`src/rtl/bfua_pkg.sv`:
```
`default_nettype none

package bfua_pkg;

    // store geometry
    localparam int MEM_UNITS  = 8;
    localparam int UNIT_BYTES = 50;

    // widths
    localparam int IDX_W  = $clog2(MEM_UNITS);
    localparam int CNT_W  = $clog2(MEM_UNITS + 1);
    localparam int LEN_W  = $clog2(MEM_UNITS + 3);
    localparam int SUM_W  = LEN_W + 1;
    localparam int OUT_W  = 3;
    localparam int ID_W   = 8;
    localparam int SIZE_W = 12;
    localparam int ST_W   = 3;

    // register port
    localparam int APB_DW    = 32;
    localparam int APB_AW    = 3;
    localparam int REG_IDX_W = APB_AW - 2;
    localparam logic [REG_IDX_W-1:0] REG_EXTRA = '0;

    // request kinds
    localparam logic REQ_ALLOC = 1'b0;
    localparam logic REQ_FREE  = 1'b1;

    // result codes
    localparam logic [ST_W-1:0] ST_ALLOC    = 3'd0;
    localparam logic [ST_W-1:0] ST_NOFIT    = 3'd1;
    localparam logic [ST_W-1:0] ST_FREED    = 3'd2;
    localparam logic [ST_W-1:0] ST_NOTFOUND = 3'd3;
    localparam logic [ST_W-1:0] ST_ZERO     = 3'd4;

    typedef struct packed {
        logic              req_type;
        logic [ID_W-1:0]   prog_id;
        logic [SIZE_W-1:0] size_bytes;
    } req_t;

    typedef struct packed {
        logic [ST_W-1:0]  status;
        logic [OUT_W-1:0] start_unit;
        logic [OUT_W-1:0] end_unit;
    } rsp_t;

    // controller to datapath
    typedef struct packed {
        logic load_req;
        logic alloc_step;
        logic commit;
        logic find_step;
        logic clear_step;
        logic load_out;
    } cmd_t;

    // datapath to controller
    typedef struct packed {
        logic free_req;
        logic zero_size;
        logic scan_done;
        logic find_last;
        logic hit;
        logic clear_stop;
    } sts_t;

endpackage

`default_nettype wire

```
`src/rtl/best_fit_unit_allocator.sv`:
```
// allocate: 9 scan steps over the unit map, one commit, then one output load
//   once the output register is free; no new request is taken meanwhile
// free: owner search, then release of the rest of the partition, then output load
// zero size: no scan; the result goes straight to the output load
// reset: all units free, extra margin register at 1, no result pending
`default_nettype none

module best_fit_unit_allocator
(
    input  wire logic                           clk,
    input  wire logic                           rst_n,
    input  wire logic                           req_valid,
    output logic                                req_ready,
    input  wire bfua_pkg::req_t                 req,
    output logic                                rsp_valid,
    input  wire logic                           rsp_ready,
    output bfua_pkg::rsp_t                      rsp,
    input  wire logic                           psel,
    input  wire logic                           penable,
    input  wire logic                           pwrite,
    input  wire logic [bfua_pkg::APB_AW-1:0]    paddr,
    input  wire logic [bfua_pkg::APB_DW-1:0]    pwdata,
    output logic [bfua_pkg::APB_DW-1:0]         prdata,
    output logic                                pready
);
    import bfua_pkg::*;

    logic extra_reg;
    logic reg_hit;
    cmd_t cmd;
    sts_t sts;

    // configuration register
    assign pready  = 1'b1;
    assign reg_hit = paddr[APB_AW-1:2] == REG_EXTRA;
    assign prdata  = reg_hit ? {{(APB_DW-1){1'b0}}, extra_reg} : '0;

    always_ff @(posedge clk or negedge rst_n)
    begin
        if (!rst_n)
        begin
            extra_reg <= 1'b1;
        end
        else if (psel && penable && pwrite && pready && reg_hit)
        begin
            extra_reg <= pwdata[0];
        end
    end

    bfua_ctrl u_ctrl
    (
        .clk       (clk),
        .rst_n     (rst_n),
        .req_valid (req_valid),
        .req_ready (req_ready),
        .rsp_valid (rsp_valid),
        .rsp_ready (rsp_ready),
        .sts       (sts),
        .cmd       (cmd)
    );

    bfua_datapath u_datapath
    (
        .clk   (clk),
        .rst_n (rst_n),
        .req   (req),
        .cmd   (cmd),
        .extra (extra_reg),
        .sts   (sts),
        .rsp   (rsp)
    );

endmodule

`default_nettype wire

```
`src/rtl/bfua_datapath.sv`:
```
`default_nettype none

module bfua_datapath
(
    input  wire logic          clk,
    input  wire logic          rst_n,
    input  wire bfua_pkg::req_t req,
    input  wire bfua_pkg::cmd_t cmd,
    input  wire logic          extra,
    output bfua_pkg::sts_t     sts,
    output bfua_pkg::rsp_t     rsp
);
    import bfua_pkg::*;

    // unit map
    logic [MEM_UNITS-1:0] used_reg, used_next;
    logic [MEM_UNITS-1:0] start_reg, start_next;
    logic [ID_W-1:0]      owner_reg [MEM_UNITS];
    logic [ID_W-1:0]      owner_next [MEM_UNITS];

    // request and scan registers
    logic [ID_W-1:0]  id_reg;
    logic [LEN_W-1:0] units_reg;
    logic [LEN_W-1:0] need_reg;
    logic [CNT_W-1:0] idx_reg;
    logic [IDX_W-1:0] run_start_reg;
    logic [LEN_W-1:0] run_len_reg;
    logic [IDX_W-1:0] best_start_reg;
    logic [LEN_W-1:0] best_len_reg;
    logic             found_reg;
    logic [IDX_W-1:0] part_start_reg;
    rsp_t             res_reg;
    rsp_t             rsp_reg;

    logic [LEN_W-1:0] units_calc;
    logic [LEN_W-1:0] need_calc;
    logic [IDX_W-1:0] idx_lo;
    logic             in_mem;
    logic             cur_used;
    logic             cur_start;
    logic [ID_W-1:0]  cur_owner;
    logic             hit;
    logic             run_ok;
    logic [SUM_W-1:0] alloc_lim;
    logic [SUM_W-1:0] alloc_end;
    logic             clear_here;

    // size rounded up to units, saturated past the store size
    always_comb
    begin
        units_calc = '0;
        for (int k = 0; k < MEM_UNITS; k++)
        begin
            if (int'(req.size_bytes) > k * UNIT_BYTES)
            begin
                units_calc = LEN_W'(units_calc + 1'b1);
            end
        end
        if (int'(req.size_bytes) > MEM_UNITS * UNIT_BYTES)
        begin
            units_calc = LEN_W'(MEM_UNITS + 1);
        end
    end

    assign need_calc = LEN_W'(units_calc + LEN_W'(extra));

    // current unit lookup
    assign idx_lo    = idx_reg[IDX_W-1:0];
    assign in_mem    = idx_reg < CNT_W'(MEM_UNITS);
    assign cur_used  = in_mem && used_reg[idx_lo];
    assign cur_start = in_mem && start_reg[idx_lo];
    assign cur_owner = owner_reg[idx_lo];
    assign hit       = cur_used && cur_start && (cur_owner == id_reg);

    // a free run closes here and beats the best so far
    assign run_ok = (run_len_reg != '0) && (run_len_reg >= need_reg)
                    && (run_len_reg < best_len_reg);

    assign alloc_lim  = SUM_W'(best_start_reg) + SUM_W'(units_reg);
    assign alloc_end  = SUM_W'(alloc_lim - 1'b1);
    assign clear_here = (cmd.find_step && hit) || (cmd.clear_step && !sts.clear_stop);

    // status to controller
    always_comb
    begin
        sts.free_req   = req.req_type == REQ_FREE;
        sts.zero_size  = req.size_bytes == '0;
        sts.scan_done  = idx_reg == CNT_W'(MEM_UNITS);
        sts.find_last  = idx_reg == CNT_W'(MEM_UNITS - 1);
        sts.hit        = hit;
        sts.clear_stop = !(cur_used && !cur_start);
    end

    // unit map updates
    always_comb
    begin
        used_next  = used_reg;
        start_next = start_reg;
        owner_next = owner_reg;
        if (cmd.commit && found_reg)
        begin
            for (int u = 0; u < MEM_UNITS; u++)
            begin
                if (SUM_W'(u) >= SUM_W'(best_start_reg) && SUM_W'(u) < alloc_lim)
                begin
                    used_next[u]  = 1'b1;
                    start_next[u] = SUM_W'(u) == SUM_W'(best_start_reg);
                    owner_next[u] = id_reg;
                end
            end
        end
        if (clear_here)
        begin
            used_next[idx_lo]  = 1'b0;
            start_next[idx_lo] = 1'b0;
            owner_next[idx_lo] = '0;
        end
    end

    always_ff @(posedge clk or negedge rst_n)
    begin
        if (!rst_n)
        begin
            used_reg       <= '0;
            start_reg      <= '0;
            for (int u = 0; u < MEM_UNITS; u++)
            begin
                owner_reg[u] <= '0;
            end
            id_reg         <= '0;
            units_reg      <= '0;
            need_reg       <= '0;
            idx_reg        <= '0;
            run_start_reg  <= '0;
            run_len_reg    <= '0;
            best_start_reg <= '0;
            best_len_reg   <= LEN_W'(MEM_UNITS + 1);
            found_reg      <= 1'b0;
            part_start_reg <= '0;
            res_reg        <= '0;
            rsp_reg        <= '0;
        end
        else
        begin
            used_reg  <= used_next;
            start_reg <= start_next;
            owner_reg <= owner_next;

            // latch request, reset scan
            if (cmd.load_req)
            begin
                id_reg         <= req.prog_id;
                units_reg      <= units_calc;
                need_reg       <= need_calc;
                idx_reg        <= '0;
                run_len_reg    <= '0;
                best_start_reg <= '0;
                best_len_reg   <= LEN_W'(MEM_UNITS + 1);
                found_reg      <= 1'b0;
                res_reg        <= '{status: ST_ZERO, start_unit: '0, end_unit: '0};
            end
            // best-fit scan, one unit a cycle plus a closing step
            else if (cmd.alloc_step)
            begin
                idx_reg <= CNT_W'(idx_reg + 1'b1);
                if (in_mem && !cur_used)
                begin
                    if (run_len_reg == '0)
                    begin
                        run_start_reg <= idx_lo;
                    end
                    run_len_reg <= LEN_W'(run_len_reg + 1'b1);
                end
                else
                begin
                    if (run_ok)
                    begin
                        best_len_reg   <= run_len_reg;
                        best_start_reg <= run_start_reg;
                        found_reg      <= 1'b1;
                    end
                    run_len_reg <= '0;
                end
            end
            else if (cmd.commit)
            begin
                if (found_reg)
                begin
                    res_reg <= '{status: ST_ALLOC,
                                 start_unit: OUT_W'(best_start_reg),
                                 end_unit: OUT_W'(alloc_end)};
                end
                else
                begin
                    res_reg <= '{status: ST_NOFIT, start_unit: '0, end_unit: '0};
                end
            end
            // owner search
            else if (cmd.find_step)
            begin
                idx_reg <= CNT_W'(idx_reg + 1'b1);
                if (hit)
                begin
                    part_start_reg <= idx_lo;
                end
                else if (sts.find_last)
                begin
                    res_reg <= '{status: ST_NOTFOUND, start_unit: '0, end_unit: '0};
                end
            end
            // release the rest of the partition
            else if (cmd.clear_step)
            begin
                if (!sts.clear_stop)
                begin
                    idx_reg <= CNT_W'(idx_reg + 1'b1);
                end
                else
                begin
                    res_reg <= '{status: ST_FREED,
                                 start_unit: OUT_W'(part_start_reg),
                                 end_unit: OUT_W'(CNT_W'(idx_reg - 1'b1))};
                end
            end
            else if (cmd.load_out)
            begin
                rsp_reg <= res_reg;
            end
        end
    end

    assign rsp = rsp_reg;

`ifndef ASSERT_OFF
    a_start_implies_used: assert property (@(posedge clk) disable iff (!rst_n)
        (start_reg & ~used_reg) == '0)
        else $error("partition start on a free unit");

    a_best_fits: assert property (@(posedge clk) disable iff (!rst_n)
        found_reg |-> best_len_reg >= need_reg)
        else $error("chosen run shorter than needed");

    a_commit_marks_start: assert property (@(posedge clk) disable iff (!rst_n)
        (cmd.commit && found_reg) |=>
            (used_reg[$past(best_start_reg)] && start_reg[$past(best_start_reg)]))
        else $error("allocation did not mark its first unit");
`endif

endmodule

`default_nettype wire

```
`src/rtl/bfua_ctrl.sv`:
```
`default_nettype none

module bfua_ctrl
(
    input  wire logic           clk,
    input  wire logic           rst_n,
    input  wire logic           req_valid,
    output logic                req_ready,
    output logic                rsp_valid,
    input  wire logic           rsp_ready,
    input  wire bfua_pkg::sts_t sts,
    output bfua_pkg::cmd_t      cmd
);
    import bfua_pkg::*;

    typedef enum logic [2:0] {
        S_IDLE,
        S_ALLOC,
        S_COMMIT,
        S_FIND,
        S_CLEAR,
        S_RESP
    } state_t;

    state_t state_reg, state_next;
    logic   rsp_valid_reg, rsp_valid_next;

    assign req_ready = state_reg == S_IDLE;
    assign rsp_valid = rsp_valid_reg;

    // sequencing and commands
    always_comb
    begin
        state_next     = state_reg;
        rsp_valid_next = rsp_valid_reg && !rsp_ready;
        cmd            = '0;
        case (state_reg)
            S_IDLE:
            begin
                if (req_valid)
                begin
                    cmd.load_req = 1'b1;
                    if (sts.free_req)
                    begin
                        state_next = S_FIND;
                    end
                    else if (sts.zero_size)
                    begin
                        state_next = S_RESP;
                    end
                    else
                    begin
                        state_next = S_ALLOC;
                    end
                end
            end
            S_ALLOC:
            begin
                cmd.alloc_step = 1'b1;
                if (sts.scan_done)
                begin
                    state_next = S_COMMIT;
                end
            end
            S_COMMIT:
            begin
                cmd.commit = 1'b1;
                state_next = S_RESP;
            end
            S_FIND:
            begin
                cmd.find_step = 1'b1;
                if (sts.hit)
                begin
                    state_next = S_CLEAR;
                end
                else if (sts.find_last)
                begin
                    state_next = S_RESP;
                end
            end
            S_CLEAR:
            begin
                cmd.clear_step = 1'b1;
                if (sts.clear_stop)
                begin
                    state_next = S_RESP;
                end
            end
            S_RESP:
            begin
                // hand over once the output register is free
                if (!rsp_valid_reg || rsp_ready)
                begin
                    cmd.load_out   = 1'b1;
                    rsp_valid_next = 1'b1;
                    state_next     = S_IDLE;
                end
            end
            default:
            begin
                state_next = S_IDLE;
            end
        endcase
    end

    always_ff @(posedge clk or negedge rst_n)
    begin
        if (!rst_n)
        begin
            state_reg     <= S_IDLE;
            rsp_valid_reg <= 1'b0;
        end
        else
        begin
            state_reg     <= state_next;
            rsp_valid_reg <= rsp_valid_next;
        end
    end

`ifndef ASSERT_OFF
    a_one_cmd: assert property (@(posedge clk) disable iff (!rst_n)
        $onehot0({cmd.load_req, cmd.alloc_step, cmd.commit,
                  cmd.find_step, cmd.clear_step, cmd.load_out}))
        else $error("more than one datapath command");

    a_load_out_valid: assert property (@(posedge clk) disable iff (!rst_n)
        cmd.load_out |=> rsp_valid_reg)
        else $error("result loaded without valid");

    a_busy_after_accept: assert property (@(posedge clk) disable iff (!rst_n)
        (req_valid && req_ready) |=> !req_ready)
        else $error("second request taken while busy");
`endif

endmodule

`default_nettype wire

```
`config.mk`:
```
export PLATFORM = sky130hd
export DESIGN_NAME = best_fit_unit_allocator
export DESIGN_NICKNAME = d
export VERILOG_FILES = /design/src/rtl/bfua_pkg.sv /design/src/rtl/best_fit_unit_allocator.sv /design/src/rtl/bfua_datapath.sv /design/src/rtl/bfua_ctrl.sv
export SDC_FILE = /design/constraint.sdc
export NUM_CORES = 1
export LEC_CHECK = 0
export ABC_CLOCK_PERIOD_IN_PS = 4280
export BUFFER_PORTS_ARGS = -buffer_cell sky130_fd_sc_hd__buf_4
export CAP_MARGIN = 20
export CORE_MARGIN = 1.5
export CORE_UTILIZATION = 59
export DETAILED_ROUTE_END_ITERATION = 16
export HOLD_SLACK_MARGIN = 0.03
export PLACE_DENSITY = 0.81
export SLEW_MARGIN = 20
export SYNTH_ARGS = -nofsm -noshare
export SYNTH_HDL_FRONTEND = slang
export SYNTH_SLANG_ARGS = --single-unit
```
`constraint.sdc`:
```
create_clock -name clk -period 4.28 [get_ports clk]
set_input_delay 0.642 -clock clk [delete_from_list [all_inputs] [get_ports clk]]
set_output_delay 0.642 -clock clk [all_outputs]
set_load 0.005 [all_outputs]
```
**Word-level counts from Yosys, hierarchy flattened**

Cells that the tools add are included.
Widths: inputs -> output; s select.

- Add/sub/neg operators: 13
- Magnitude comparators: 31
- Equality and inequality tests: 26
- Multiplexer cells: 100
- Bitwise operators: 12
- Reductions and logical operators: 47

Operators with widths:

| cell | number |
|---|---|
| $mux 64 | 2 |
| $mux 8 | 15 |
| $mux 4 | 21 |
| $mux 9 | 8 |
| $and 64x64->64 | 1 |
| $not 64->64 | 1 |
| $gt 12x8->1 const B | 3 |
| $gt 12x9->1 const B | 3 |
| $mux 3 | 12 |
| $mux 1 | 35 |
| $add 4x1->4 const B | 8 |
| $bmux 8 s3 | 1 |
| $demux 8 s3 | 1 |
| $logic_and 1x1->1 | 24 |
| $lt 3x5->1 const A | 4 |
| $pmux 3 s6 | 1 |
| $and 8x8->8 | 2 |
| $reduce_bool 4->1 | 4 |
| $reduce_and 5->1 | 3 |
| $eq 3x3->1 const A | 4 |
| $gt 12x1->1 const B | 1 |
| $gt 12x6->1 const B | 1 |
| $gt 12x7->1 const B | 1 |
| $logic_not 12->1 | 1 |
| 43 further kinds | 72 |

- Flip-flop bits (word level): 141
- Input bits: 63
- Output and inout bits: 44
- Logic and storage cells: 258

**Logic depth before layout (Yosys ltp)**

- Word-level depth: 18
- Depth in mapped cells: 26
- Mapped depth without buffers: 25

**Cells and area by module**

From an unflattened synthesis, not the netlist that was laid out.

- Cells, all modules: 855
- Area total of the unflattened synthesis: 8390.5 um^2

By module, submodules not included:

| module | instances | cells each | area an instance (um^2) | seq. area each (um^2) |
|---|---|---|---|---|
| bfua_datapath | 1 | 778 | 7763.7 | 3405.8 |
| bfua_ctrl | 1 | 39 | 324.1 | 100.1 |
| best_fit_unit_allocator | 1 | 38 | 302.8 | 26.3 |

**Worst setup path after synthesis**

Ideal clock, no wire load.

- Path kind: input to register
- From: input req[3] (netlist bit)
- To: register u_datapath.need_reg[2]
- Setup time: 0.083 ns
- Arrival time: 6.019 ns
- Data required time: 4.197 ns
- Setup slack: -1.822 ns
- Stages on the path: 22
- Buffers on the path: 1
- Cells stage by stage: clkbuf_1 or4_1 or4_1 inv_1 ha_1 or3_1 nor4_1 a2111oi_4 ha_1 or3_1 a2111oi_0 nor4_1 o31a_1 ha_1 a22oi_1 inv_1 ha_1 o21ai_0 a21oi_1 ha_1 xor2_1 o21ai_0

- Cells in the longest elaborated chain, start to end: 18
- Elaborated cells on any way between the ends: 26
- Classes of those cells: add/sub (8); order compare (9); mux (9)

RTL lines:

| element | RTL line | RTL |
|---|---|---|
| start: declaration | best_fit_unit_allocator.sv:14 | `input wire bfua_pkg::req_t req,` |
| $gt 12x1->1 | bfua_datapath.sv:54 | `if (int'(req.size_bytes) > k * UNIT_BYTES)` |
| $mux 1 | bfua_datapath.sv:54 |  |
| $add 1x1->2 | bfua_datapath.sv:56 | `units_calc = LEN_W'(units_calc + 1'b1);` |
| $mux 4 | bfua_datapath.sv:54 |  |
| $add 4x1->4 | bfua_datapath.sv:56 |  |
| $mux 4 | bfua_datapath.sv:54 |  |
| $add 4x1->4 | bfua_datapath.sv:56 |  |
| $mux 4 | bfua_datapath.sv:54 |  |
| [... 3 more ...] | - |  |
| $mux 4 | bfua_datapath.sv:54 |  |
| $add 4x1->4 | bfua_datapath.sv:56 |  |
| $mux 4 | bfua_datapath.sv:54 |  |
| $add 4x1->4 | bfua_datapath.sv:56 |  |
| $mux 4 | bfua_datapath.sv:54 |  |
| $mux 4 (*) | bfua_datapath.sv:59 | `if (int'(req.size_bytes) > MEM_UNITS * UNIT_BYTES)` |
| net u_datapath.units_calc[1] | bfua_datapath.sv:35 | `logic [LEN_W-1:0] units_calc;` |
| $add 4x1->4 (*) | bfua_datapath.sv:65 | `assign need_calc = LEN_W'(units_calc + LEN_W'(extra));` |
| end signal: assignment | bfua_datapath.sv:154 | `need_reg <= need_calc;` |
| end: declaration | bfua_datapath.sv:24 | `logic [LEN_W-1:0] need_reg;` |

The timed path passes the listed nets; every way through them passes the cells marked *.
A chain may end at the register's enable or synchronous reset.

**Worst setup path after layout**

- From: input req[2] (netlist bit)
- To: register u_datapath.need_reg[2]

Same word-level chain as after synthesis.

==> summary.md <==
| Metric | Value |
|---|---|
| Largest register FFs | `64` |
| Post-layout net count | `1082` |
| Post-route cell area | `10030 µm²` |
| Max-slew violations | `0` |
| Detailed Routing Iterations Pass 1 | `7` |
| Longest Clk Path Bufs | `2` |
| Post-synthesis async set-or-reset flop share | `100.0%` |
| Via count | `7056` |
| CP required | `4.57 ns` |
| Vias in the first global route | `6961` |
| Post-synth EDFFs | `0` |
| Worst path max stage delay | `0.52 ns` |
| Total of max-cap violations | `0` |
| Commonest non-fill, non-tap cell in the layout | `dfrtp_1` |
| Reg area | `3532 µm²` |
| CP arrival | `5.40 ns` |
| CTS tree | `yes` |
| Clk pin slew, worst setup/hold paths | `0.06 ns` |
| Syn_area_per_cell | `9.396 µm²` |
| Initial DRC Count | `555` |
| Yosys warning count | `0` |
| Die area | `14820 µm²` |
| Area occupied by multi-input gates | `4522 µm²` |
| CP Capture Type | `flop` |
| Avg WL per Cell | `18.17 µm` |
| Final critical-path required period | `5.112 ns` |
| Grt ovf | `0` |
| Post-synth top flop | `dfrtp_1` |
| Max stage delay cell, worst path | `or4_4` |
| Leak Pwr | `4.983 nW` |
| CTS Buf Count | `17` |
| CTS root buf | `clkbuf_16` |
| Actual slew at the worst max-slew pin | `0.8654 ns` |
| Top Ports | `107` |
| Period utilization | `119.4%` |
| Row count | `43` |
| Final setup fails | `6` |
| Placed Area | `9304 µm²` |
| Clock sink count | `141` |
| Initial antenna violation count | `0` |
| Global-route wire length before repair | `34.64 mm` |
| Setup CP Type | `in2reg` |
| Unique masters post-synth | `75` |
| HP Class | `in2async` |
| Diodes inserted | `0` |
| Grt met2 use | `50.56%` |
| Post-synth top area cell | `dfrtp_1` |
| Setup WS post-layout | `-0.8317 ns` |
| Failing checks | `setup timing` |
| Setup_tns | `-4.524 ns` |
| Tot GR Track Use | `30.33%` |
| Max frequency | `195.6 MHz` |
| VDD IR-drop max | `0.0003012 V` |
| Hold Fails Final Rpt | `0` |
| Seq/Total Area, Yosys | `42.48%` |
| H-tree depth | `4` |
| GR Layer Usage met1 | `38.45%` |
| Headroom to the max-slew limit | `42.31%` |
| Clock skew | `0.01429 ns` |
| CP cell instances | `buf_6 -> or4_4 -> or4_4 -> inv_4 -> ha_4 -> buf_4 -> nor4_4 -> a2111oi_4 -> ha_1 -> or3_4 -> a2111oi_4 -> nor4_4 -> o31a_1 -> ha_4 -> a22oi_2 -> inv_2 -> ha_4 -> o21ai_2 -> a21oi_2 -> ha_2 -> xor2_1 -> o21ai_1` |
| Post-Syn Area | `8315 µm²` |
| Most frequent cells in the layout | `dfrtp_1, buf_4, nor2_1` |
| #FFs+latches synth | `141` |
| Cell repeated most along the worst path | `ha_4` |
| Drt drc | `0` |
| Vias per cell | `5.954` |
| Status | `complete, but fails checks` |
| ANT nets after route | `0` |
| Clk Latency, worst-skew pair | `0.43 ns` |
| Power Density | `591.8 nW/µm²` |
| Core footprint | `13830 µm²` |
| CP startpoint kind | `input pin` |
| Global route hottest layer | `met2` |
| GRT met3 Usage | `5.758%` |
| # fillers | `988` |
| GP Congestion | `0.9145` |
| Die width | `121.7 µm` |
| Starting Density | `60.14%` |
| Top-area cell type share of the netlist area | `41.53%` |
| Setup repair after global routing missed its margin | `true` |
| Layout cells sized above 1 | `23.88%` |
| Die Ht | `121.7 µm` |
| IO Port Bufs | `41` |
| Critical path peak fanout | `7` |
| Largest cells by area after synthesis | `dfrtp_1, mux2i_1, nor2_1` |
| Area Overhead vs Synth | `20.67%` |
| Post-synthesis cell count | `885` |
| Final wirelength | `21.53 mm` |
| Largest net degree at the start of global routing | `73` |
| HPWL Detailed | `14.85 mm` |
[synth_stat cells (4+ instances only)]
cell and n:
nand3_1 30, xor2_1 11, nor4_1 4, nor2_1 108, nand2b_1 9, mux2i_1 71, mux4_2 8, or3_1 4
nor3_1 14, o21ai_0 43, nand4_1 4, mux2_2 18, o21a_1 4, ha_1 25, o2bb2ai_1 4, a22oi_1 8
or4_1 4, and2_1 4, and3_1 7, a31oi_1 9, buf_4 32, o31ai_1 5, nor2b_1 7, a221oi_1 4
buf_1 13, nand2_1 100, inv_1 31, a21oi_1 40, buf_2 6, a21o_1 11, dfrtp_1 138, xnor2_1 12
clkbuf_1 31
[worst max-delay path, delay by kind of cell]
family | cells | cell delay (ns)
buffers and inverters | 4 | 0.43
xor gates and xnor gates | 1 | 0.14
AOI/OAI and AO/OA | 7 | 1.19
adders and majority gates | 5 | 1.25
and+or+nand+nor | 5 | 1.75
[kinds of logic after synthesis]
| family | share of synthesized area, % |
|---|---|
| mux | 13.15 |
| other cells | 0.09031 |
| simple gates | 17.11 |
| xor+xnor | 2.814 |
| compound gates | 13.63 |
| fa+ha+maj | 4.002 |
| buf+inv | 6.726 |
| flops | 42.48 |
[per-stage QoR]
step                setup WS (ns)  hold slack [ns]  util [%]  power (W)  instances
global placement           -1.387           0.4588     67.29   0.004362       1144
CTS                       -0.8305           0.2423     72.17   0.005889       1183
floorplan                  -1.531           0.3464         -   0.003739        915
detailed placement         -1.477           0.4656     67.29   0.004461       1144
finish                    -0.8317           0.2207     72.57   0.005939       1185
global route               -1.046           0.2733     72.57   0.006268       1185
[where the power goes]
part | total [W] | switching (W) | internal, W
clock | 0.00137 | 0.000559 | 0.000808
combinational | 0.00226 | 0.00124 | 0.00102
sequential | 0.00231 | 0.000509 | 0.00180
total | 0.00594 | 0.00231 | 0.00363
[cell type report]
cell class | instances | area share, %
multi-input combinational | 659 | 45.06
clock inverter | 10 | 0.8978
sequential | 141 | 35.20
inverter | 33 | 1.259
timing repair buffer | 141 | 10.85
tap | 180 | 2.244
clock buffer | 21 | 4.489
[routing by layer]
| layer | vias to the layer above | part of all wire (%) | wire (µm) |
|---|---|---|---|
| met5 | - | 0 | 0 |
| met4 | 0 | 3.0 | 655 |
| met3 | 46 | 6.6 | 1419 |
| met2 | 301 | 49 | 10460 |
| met1 | 3453 | 42 | 8995 |
| li1 | 3256 | - | - |
[final timing paths]
check / start / end / slack, ns / depth (start not counted)
min in group clk: req[16] / u_datapath.id_reg[4]$_DFFE_PN0P_ / 0.40 / 3
max in group asynchronous: rst_n / extra_reg$_DFFE_PN1P_ / 3.12 / 2
setup / recovery: req[2] / u_datapath.need_reg[2]$_DFFE_PN0P_ / -0.83 / 22
setup reg to reg: u_datapath.idx_reg[1]$_DFFE_PN0P_ / u_datapath.used_reg[2]$_DFF_PN0_ / 0.32 / 11
hold / removal: rst_n / u_datapath.owner_reg[51]$_DFF_PN0_ / 0.22 / 1
hold reg to reg: u_datapath.run_start_reg[1]$_DFFE_PN0P_ / u_datapath.best_start_reg[1]$_DFFE_PN0P_ / 0.48 / 2
[timing repair]
action                     in CTS  in global routing
setup buffers                   8                  2
resized for setup              14                  7
hold buffers                    0                  0
pin swaps                      19                  7
setup endpoints to repair       6                  6
cloned                          0                  0
Power figures use the tool's default switching activity.
